$ cat src/rtl/core/assert_macros.svh
// Assertion macros shared by the peak detector RTL.
// Expects clk and arst_n in the scope of each use; no other dependencies.
`ifndef ASSERT_MACROS_SVH
`define ASSERT_MACROS_SVH

// same-cycle implication
`define ATPD_ASSERT_IMP(lbl, ante, cons) \
	lbl: assert property (@(posedge clk) disable iff (!arst_n) (ante) |-> (cons)) \
		else $error("atpd: same-cycle check failed");

// next-cycle implication
`define ATPD_ASSERT_NXT(lbl, ante, cons) \
	lbl: assert property (@(posedge clk) disable iff (!arst_n) (ante) |=> (cons)) \
		else $error("atpd: next-cycle check failed");

`endif

$ cat src/rtl/core/atpd_pkg.sv
// Package of the adaptive threshold peak detector: widths, constants, codes,
// controller states and the command/status structs. No dependencies.
package atpd_pkg;

	localparam int UPDATE_PERIOD = 1024;
	localparam int PHASE_W = (UPDATE_PERIOD > 1) ? $clog2(UPDATE_PERIOD) : 1;
	localparam logic [PHASE_W-1:0] PHASE_LAST = PHASE_W'(UPDATE_PERIOD - 1);

	localparam int SAMPLE_W = 16;
	localparam int TIME_W = 48;
	localparam int INDEX_W = 32;
	localparam int MPS_W = 32;
	localparam int TIME_FRAC = 16;
	localparam int SUM_W = 48;
	localparam int SQSUM_W = 64;
	localparam int MEAN_W = SAMPLE_W + 1;
	localparam int MSQ_W = 31;
	localparam int THR_W = MEAN_W + 2;

	localparam int CFG_INDEX_W = 2;
	localparam int CFG_DATA_W = 48;

	localparam int DIV_N_W = 64;
	localparam int DIV_D_W = 32;
	localparam int DIV_CNT_W = $clog2(DIV_N_W + 1);

	localparam int SQRT_W = 32;
	localparam int ROOT_W = 16;

	localparam logic signed [SAMPLE_W-1:0] SAMPLE_MIN = 16'sh8000;
	localparam logic signed [SAMPLE_W-1:0] SAMPLE_MAX = 16'sh7FFF;
	localparam logic [MPS_W-1:0] MPS_RESET = 32'h0001_0000;

	typedef enum logic [CFG_INDEX_W-1:0] {
		REG_INIT_THR      = 2'd0,
		REG_START_TIME    = 2'd1,
		REG_SAMPLE_PERIOD = 2'd2
	} cfg_reg_t;

	typedef enum logic [3:0] {
		ST_IDLE,
		ST_EXEC,
		ST_MEAN_GO,
		ST_MEAN_WAIT,
		ST_MSQ_WAIT,
		ST_SQRT_GO,
		ST_SQRT_WAIT,
		ST_THR,
		ST_DETECT,
		ST_PING_MUL,
		ST_PING_OUT
	} ctrl_state_t;

	typedef struct packed {
		logic in_ready;
		logic exec;
		logic detect;
		logic div_mean_go;
		logic div_msq_go;
		logic mean_ld;
		logic var_ld;
		logic sqrt_go;
		logic thr_ld;
		logic ping_mul;
		logic out_ld;
	} dp_cmd_t;

	typedef struct packed {
		logic in_valid;
		logic due;
		logic below;
		logic over;
		logic div_done;
		logic sqrt_done;
		logic out_free;
	} dp_status_t;

endpackage

$ cat src/rtl/core/atpd_ctrl.sv
// Controller of the peak detector: sequences accumulate, threshold update
// and ping steps. Depends on atpd_pkg.
module atpd_ctrl (
	input  logic clk,
	input  logic arst_n,
	input  atpd_pkg::dp_status_t status,
	output atpd_pkg::dp_cmd_t cmd
);

	atpd_pkg::ctrl_state_t state_q;
	atpd_pkg::ctrl_state_t state_d;
	logic ping;

	assign ping = status.below && status.over;

	always_ff @(posedge clk or negedge arst_n) begin
		if (!arst_n)
			state_q <= atpd_pkg::ST_IDLE;
		else
			state_q <= state_d;
	end

	always_comb begin
		state_d = state_q;
		unique case (state_q)
			atpd_pkg::ST_IDLE: begin
				if (status.in_valid)
					state_d = atpd_pkg::ST_EXEC;
			end
			atpd_pkg::ST_EXEC: begin
				priority if (status.due)
					state_d = atpd_pkg::ST_MEAN_GO;
				else if (ping)
					state_d = atpd_pkg::ST_PING_MUL;
				else
					state_d = atpd_pkg::ST_IDLE;
			end
			atpd_pkg::ST_MEAN_GO: state_d = atpd_pkg::ST_MEAN_WAIT;
			atpd_pkg::ST_MEAN_WAIT: begin
				if (status.div_done)
					state_d = atpd_pkg::ST_MSQ_WAIT;
			end
			atpd_pkg::ST_MSQ_WAIT: begin
				if (status.div_done)
					state_d = atpd_pkg::ST_SQRT_GO;
			end
			atpd_pkg::ST_SQRT_GO: state_d = atpd_pkg::ST_SQRT_WAIT;
			atpd_pkg::ST_SQRT_WAIT: begin
				if (status.sqrt_done)
					state_d = atpd_pkg::ST_THR;
			end
			atpd_pkg::ST_THR: state_d = atpd_pkg::ST_DETECT;
			atpd_pkg::ST_DETECT: begin
				state_d = ping ? atpd_pkg::ST_PING_MUL : atpd_pkg::ST_IDLE;
			end
			atpd_pkg::ST_PING_MUL: state_d = atpd_pkg::ST_PING_OUT;
			atpd_pkg::ST_PING_OUT: begin
				if (status.out_free)
					state_d = atpd_pkg::ST_IDLE;
			end
			default: state_d = atpd_pkg::ST_IDLE;
		endcase
	end

	always_comb begin
		cmd = '0;
		unique case (state_q)
			atpd_pkg::ST_IDLE: cmd.in_ready = 1'b1;
			atpd_pkg::ST_EXEC: begin
				cmd.exec = 1'b1;
				cmd.detect = !status.due;
			end
			atpd_pkg::ST_MEAN_GO: cmd.div_mean_go = 1'b1;
			atpd_pkg::ST_MEAN_WAIT: begin
				cmd.mean_ld = status.div_done;
				cmd.div_msq_go = status.div_done;
			end
			atpd_pkg::ST_MSQ_WAIT: cmd.var_ld = status.div_done;
			atpd_pkg::ST_SQRT_GO: cmd.sqrt_go = 1'b1;
			atpd_pkg::ST_SQRT_WAIT: begin
			end
			atpd_pkg::ST_THR: cmd.thr_ld = 1'b1;
			atpd_pkg::ST_DETECT: cmd.detect = 1'b1;
			atpd_pkg::ST_PING_MUL: cmd.ping_mul = 1'b1;
			atpd_pkg::ST_PING_OUT: cmd.out_ld = status.out_free;
			default: begin
			end
		endcase
	end

endmodule

$ cat config.mk
export PLATFORM = sky130hd
export DESIGN_NAME = atpd_ctrl
export DESIGN_NICKNAME = d
export VERILOG_FILES = /design/src/rtl/core/assert_macros.svh /design/src/rtl/core/atpd_pkg.sv /design/src/rtl/core/atpd_ctrl.sv
export SDC_FILE = /design/constraint.sdc
export NUM_CORES = 1
export LEC_CHECK = 0
export BUFFER_PORTS_ARGS = -buffer_cell sky130_fd_sc_hd__buf_2
export CAP_MARGIN = 5
export CORE_AREA = 2 2 39 41
export CTS_CLUSTER_SIZE = 20
export DETAILED_ROUTE_END_ITERATION = 6
export DIE_AREA = 0 0 41 43
export GPL_ROUTABILITY_DRIVEN = 0
export HOLD_SLACK_MARGIN = 0.08
export PLACE_DENSITY = 0.62
export RECOVER_POWER = 50
export SYNTH_ARGS = -nofsm -noshare
export SYNTH_HDL_FRONTEND = slang
export SYNTH_SLANG_ARGS = --single-unit
export TNS_END_PERCENT = 100
$ cat constraint.sdc
create_clock -name clk -period 2.75 [get_ports clk]
set_input_delay 0.275 -clock clk [delete_from_list [all_inputs] [get_ports clk]]
set_output_delay 0.275 -clock clk [all_outputs]
set_load 0.01 [all_outputs]
# ---- After elaboration in Yosys (flattened, before gate mapping)
# Index checks and enable logic that the tools add are counted.
# W data, S select, Z words.
dict set report word_totals {
  wordCells 38
  out_inout_bits 11
  register_bits 4
}
dict set report op_classes {
  eq_ne 15
  n_mux 18
  n_reduce_logical 4
}
# op n
set ops {}
lappend ops {{$pmux W4 S11} 1}
lappend ops {{$mux W4} 7}
lappend ops {{$eq A4 B3 Y1 const B} 4}
lappend ops {{$eq A4 B4 Y1 const B} 3}
lappend ops {{$ne A2 B2 Y1 const B} 5}
lappend ops {{$eq A4 B2 Y1 const B} 2}
lappend ops {{$mux W1} 8}
lappend ops {{$reduce_and A5 Y1} 1}
lappend ops {{$eq A4 B1 Y1 const B} 1}
lappend ops {{$logic_not A4 Y1} 1}
lappend ops {{$mux W2} 1}
lappend ops {{$pmux W1 S2} 1}
lappend ops {{$logic_and A1 B1 Y1} 1}
lappend ops {{$logic_not A1 Y1} 1}

# ---- Depth between registers and ports, before layout
# Gate-level depths: netlist of the first run.
dict set report logic_depth {
  depth_word 4
  mapped_depth 5
}

# ---- Worst setup path after synthesis of the first run
# Ideal clock, no wire load.
dict set report synth_timing {
  path_kind {register to output}
  startpoint {register state_q[3]}
  endpoint {output port cmd[6] (netlist bit)}
  path_stages_with_launch 6
  t_required_ns 2.475
  path_buffers 3
  slack_ns 1.276
  arrival_ns 1.199
  path_cell_list {dfrtp_1 buf_2 buf_2 nor2_1 and4_1 buf_4}
}
# element line_no
set synth_lines {}
lappend synth_lines {{from (decl)} atpd_ctrl.sv:10} ;# atpd_pkg::ctrl_state_t state_q;
lappend synth_lines {{from (signal assigned)} atpd_ctrl.sv:18} ;# state_q <= atpd_pkg::ST_IDLE;
lappend synth_lines {{from (signal assigned)} atpd_ctrl.sv:20} ;# state_q <= state_d;
lappend synth_lines {{to (decl)} atpd_ctrl.sv:7} ;# output atpd_pkg::dp_cmd_t cmd

==> metrics.txt, run 1 <==
run status complete, no violations; fraction of synthesized area in multiplexers 0.0214; Non-Filler Instances 91; Power Total 0.535 mW; RR Endpoint state_q[0]; wire per inst 12.0 um; # DRC 0; Leak Pwr 0.271 nW; layout cells sized above 1 0.280; Post-synth EDFFs 0; Die ar. 1760 sq um; yosys warns 0; max reg flops 4; starting density of the core 0.337; P per Cell Area 947 nW/um^2; diodes inserted 0; Top reg by flops state_q; clk buf depth 2; Yosys reg bits 4; Ports 20; Detail Placement HPWL 766 um; commonest non-fill, non-tap cell in the layout buf_2; Worst Tran Pin Value 517 ps; Placed Area 536 sq um; initial drt markers 7; nets 86; Post-Route WL 1.10 mm; Total Routing Usage GR 0.136; critical path class reg -> out; largest net degree at the start of global routing 21; post-layout util 0.409; Place WS 1150 ps; post-synthesis simple-gate area fraction 0.475; P&R area growth vs syn 21.2%; Seq/Total Area, Yosys 0.214; Worst Setup SP state_q[2]; most frequent cells in the layout buf_2, nor2_1, nor2b_1, dfrtp_1; antenna viol nets, final 0; Worst Hold Margin 363 ps; Pins Over Slew Limit 0; skew final 8.72 ps; Async SR Flop Fraction 1.00; biggest regs state_q x4; FF-to-FF path depth 3; Root Buffer clkbuf_4; Worst Hold Depth 3; count of cell types in the netlist 34; first-pass GRT wire length 1.69 mm; drt via density 5.54; Detailed Routing Iterations Pass 1 4; RSZ-0062 raised after global routing no; R2R Path Start state_q[2]; Final min period 1830 ps; Core Area 1380 sq um; Worst-Skew Late Latency 240 ps; CTS tree built; remaining global-route overflow 0; Die H 43 um; setup_tns 0 ps; row cnt 14; CTS resizes 0; largest family of logic cells by synthesized area simple AND/OR/NAND/NOR gates; R2R Setup Slk 1250 ps; Final WS setup 921 ps; adder-cell share of the synthesized area 0; Setup Viol. Count Final 0; vias post-DR 504; PortBufs 19; type of origin of the critical path register; max_cap viols 0; # clock sinks 4; vias in the first global route 370; Worst Path Required 2480 ps; leading register cell type out of synthesis dfrtp_1; initial antenna violation count 0; htree depth 1; die width 41 um; Post-Syn Instances 60; Max Freq 0.547 GHz; Synth Area per Inst 7.78 sq um; design area 566 sq um; Min-Delay Path Class in -> reg; Placed Cells 87; hold endpoint state_q[1]; critical hold path startpoint status[5]; final worst-path cycle share 0.665; clock-pin slew on the worst setup and hold paths 40 ps; final hold vios 0; Synth Area in Compound Gates 0.182; xor/xnor share of the synthesized area 0; CP Max Fanout 19; worst path arrival time 1550 ps; syn nets 69; CTS Buf Count 3; Worst Setup End Kind primary output; worst vdd ir 0.000407 V; Synth Cell Area 467 sq um; Worst slew margin 0.655
cell type report:
type                       instances  area (sq um)
clock buffer                       3          22.5
fill                             147           818
inverter                           1          3.75
multi-input combinational         47           317
sequential                         4           100
tap                               16          20.0
timing repair buffer              20           103
routing by layer:
metal | GRT usage | share of wire | up-vias
met4 | 0.0400 | 0 | 0
met1 | 0.215 | 0.50 | 237
li1 | - | - | 250
met3 | 0.0314 | 0.045 | 0
met5 | 0 | 0 | -
met2 | 0.175 | 0.46 | 17
worst max-delay path by stage:
stage,slack [ps],cells past startpoint,to
detailed placement,1150,3,cmd[4]
global placement,1210,3,cmd[0]
floorplan,1280,5,cmd[6]
CTS,880,3,cmd[4]
finish,920,3,cmd[4]
global route,720,3,cmd[4]
critical path: stages (launching register included):
cell,delay [ps]
dfrtp_1,650
nand2b_1,170
nor4b_1,310
buf_2,180
power by group:
group          leakage [nW]  total [mW]  internal [mW]  switching [mW]
sequential           0.0511       0.192         0.0845           0.107
clock                0.0138      0.0726         0.0488          0.0239
combinational         0.206       0.271          0.143           0.128
synthesized netlist by cell type (all sizes together) (2+ instances only):
library cell,number,area share
nor3b,3,0.048
o21ai,2,0.021
buf,6,0.083
o211ai,2,0.032
nand2b,2,0.027
a21oi,2,0.021
dfrtp,4,0.21
nor2,7,0.056
o21a,2,0.032
nand2,3,0.024
nand3b,2,0.059
nand3,2,0.021
nor2b,4,0.054
clkbuf,2,0.016
repair_timing:
item                      CTS  global route
hold endpoints to repair    4             0
buffers inserted            0             0
hold buffers                1             0
cell families (layout without fill, tap and decap cells):
| kind of cell | after synthesis | count (layout) |
|---|---|---|
| simple gates | 34 | 34 |
| flops | 4 | 4 |
| buf+inv | 9 | 24 |
| compound gates | 12 | 12 |
| mux | 1 | 1 |
Note: power is estimated with default switching activity, not from simulation.
==> run 2, diff against run 1 <==
Settings changed: PLACE_DENSITY 0.62 to 0.64.
Clock period 2.75 ns to 1.6 ns, I/O delays scaled along.
==> run 2 against run 1 <==
  * Worst setup slack worse by 830 ps
  * Critical path depth did not move
  * Count of clock-buffer cells in the layout stayed put
  * Sequential cell count unchanged
  * Global-route usage grew 2.4 points
  * Worst hold slack worse by 120 ps
  * Register-to-register slack got worse by 1000 ps
  * Combinational power up 110%
  * Clock power increased by 80%
  * Via count grew 2.6%
  * Critical path type unchanged
  * Critical endpoint unchanged
  * Largest cell class unchanged
  * Highest routed layer is now met4
==> metrics.txt, run 2 (synthesis results as in run 1) <==
run status complete, no violations (unchanged); worst path arrival time 1340 ps (was 1550 ps); row cnt 14 (unchanged); final worst-path cycle share 0.940; CTS tree built (unchanged); nets 89 (was 86); Setup Viol. Count Final 0 (unchanged); initial drt markers 2 (was 7); Worst slew margin 0.798 (was 0.655); Pins Over Slew Limit 0 (unchanged); biggest regs state_q x4 (unchanged); vias in the first global route 437 (was 370); Total Routing Usage GR 0.159 (was 0.136); max reg flops 4 (unchanged); setup_tns 0 ps (unchanged); initial antenna violation count 0 (unchanged); Root Buffer clkbuf_4 (unchanged); fillers 148 (was 147); type of origin of the critical path register (unchanged); drt via density 5.50 (was 5.54); Final min period 1500 ps; vias post-DR 517 (was 504); commonest non-fill, non-tap cell in the layout buf_2 (unchanged); RSZ-0062 raised after global routing no (unchanged); worst vdd ir 0.000538 V (was 0.000407 V); max_cap viols 0 (unchanged); starting density of the core 0.337 (unchanged); P&R area growth vs syn 26.8% (was 21.2%); critical path class reg -> out (unchanged); Core Area 1380 sq um (unchanged); die width 41 um (unchanged); Worst-Skew Late Latency 240 ps (about the same); Register Area 104 sq um (was 100 sq um); Ports 20 (unchanged); Worst Path Required 1440 ps (was 2480 ps); clk buf depth 2 (unchanged); clock-pin slew on the worst setup and hold paths 40 ps (about the same); layout cells sized above 1 0.346 (was 0.280); final hold vios 0 (unchanged); Multi-input gate area 317 sq um (unchanged); htree depth 1 (unchanged); most frequent cells in the layout buf_2, nor2_1, nor2b_1 (was buf_2, nor2_1, nor2b_1, dfrtp_1); R2R Setup Slk 230 ps (was 1250 ps); Detail Placement HPWL 864 um (was 766 um); # DRC 0 (unchanged); first-pass GRT wire length 1.91 mm (was 1.69 mm); P per Cell Area 1670 nW/um^2 (was 947 nW/um^2); remaining global-route overflow 0 (unchanged); Post-Route WL 1.20 mm (was 1.10 mm); Max Freq 0.665 GHz; Worst Setup End Kind primary output (unchanged); skew final 3.01 ps (was 8.72 ps); Worst Tran Pin Value 298 ps (was 517 ps); CP Max Fanout 10 (was 19); Min-Delay Path Class in -> reg (unchanged); largest net degree at the start of global routing 15 (was 21); antenna viol nets, final 0 (unchanged); diodes inserted 0 (unchanged); Detailed Routing Iterations Pass 1 4 (unchanged); Top reg by flops state_q (unchanged); CTS Buf Count 3 (unchanged); Die H 43 um (unchanged); # clock sinks 4 (unchanged); PortBufs 19 (unchanged); Worst Hold Margin 241 ps (was 363 ps); Die ar. 1760 sq um (unchanged); wire per inst 12.8 um (was 12.0 um); Leak Pwr 0.282 nW (was 0.271 nW)
run 2: metal layers:
layer	part of all wire	global-route usage	up-vias	wire (um)
met1	0.45	0.211	244	544
met3	0.045	0.0314	3	54
met2	0.48	0.225	15	572
met5	0	0	-	0
li1	-	-	255	-
met4	0.023	0.100	0	27
run 2: area by class of cell:
cell class	instances	area share
timing repair buffer	23	0.211
multi-input combinational	47	0.535
tap	16	0.0338
sequential	4	0.175
inverter	1	0.00634
clock buffer	3	0.0381
run 2: report_power, final:
| group | total, mW | switching (mW) | internal, mW | leakage, nW |
|---|---|---|---|---|
| sequential | 0.292 | 0.138 | 0.154 | 0.0473 |
| combinational | 0.568 | 0.283 | 0.285 | 0.221 |
| clock | 0.131 | 0.0468 | 0.0843 | 0.0138 |
run 2: worst paths after layout:
| check | start | endpoint | depth (start not counted) |
|---|---|---|---|
| setup / recovery | state_q[3] | cmd[4] | 3 |
| min in group asynchronous | arst_n | state_q[2] | 2 |
| setup reg to reg | state_q[2] | state_q[0] | 3 |
| hold reg to reg | state_q[0] | state_q[3] | 2 |
| hold / removal | status[5] | state_q[1] | 3 |
| max in group asynchronous | arst_n | state_q[1] | 2 |
run 2: per-stage QoR:
stage	utilization	power [mW]	worst slack [ps]	area [sq um]	std cells
2_1_floorplan	-	0.692	241	467	60
6_report	0.428	0.991	96.0	592	94
3_5_place_dp	0.403	0.851	244	558	90
3_3_place_gp	0.403	0.845	260	558	90
4_1_cts	0.428	0.996	33.3	592	94
5_1_grt	0.428	1.07	23.5	592	94
run 2: timing repair:
| item | CTS | global route |
|---|---|---|
| endpoints found under the setup margin | 1 | 4 |
| hold buffers | 1 | 0 |
| gates resized for setup | 1 | 2 |
| endpoints found under the hold margin | 4 | 0 |
| setup buffers | 0 | 0 |
| cloned | 0 | 0 |
run 2: critical path, cell delays in order, from the launching register on:
cell and delay (ps):
dfrtp_2 460, nand2b_1 200, nor4b_1 270, buf_2 170
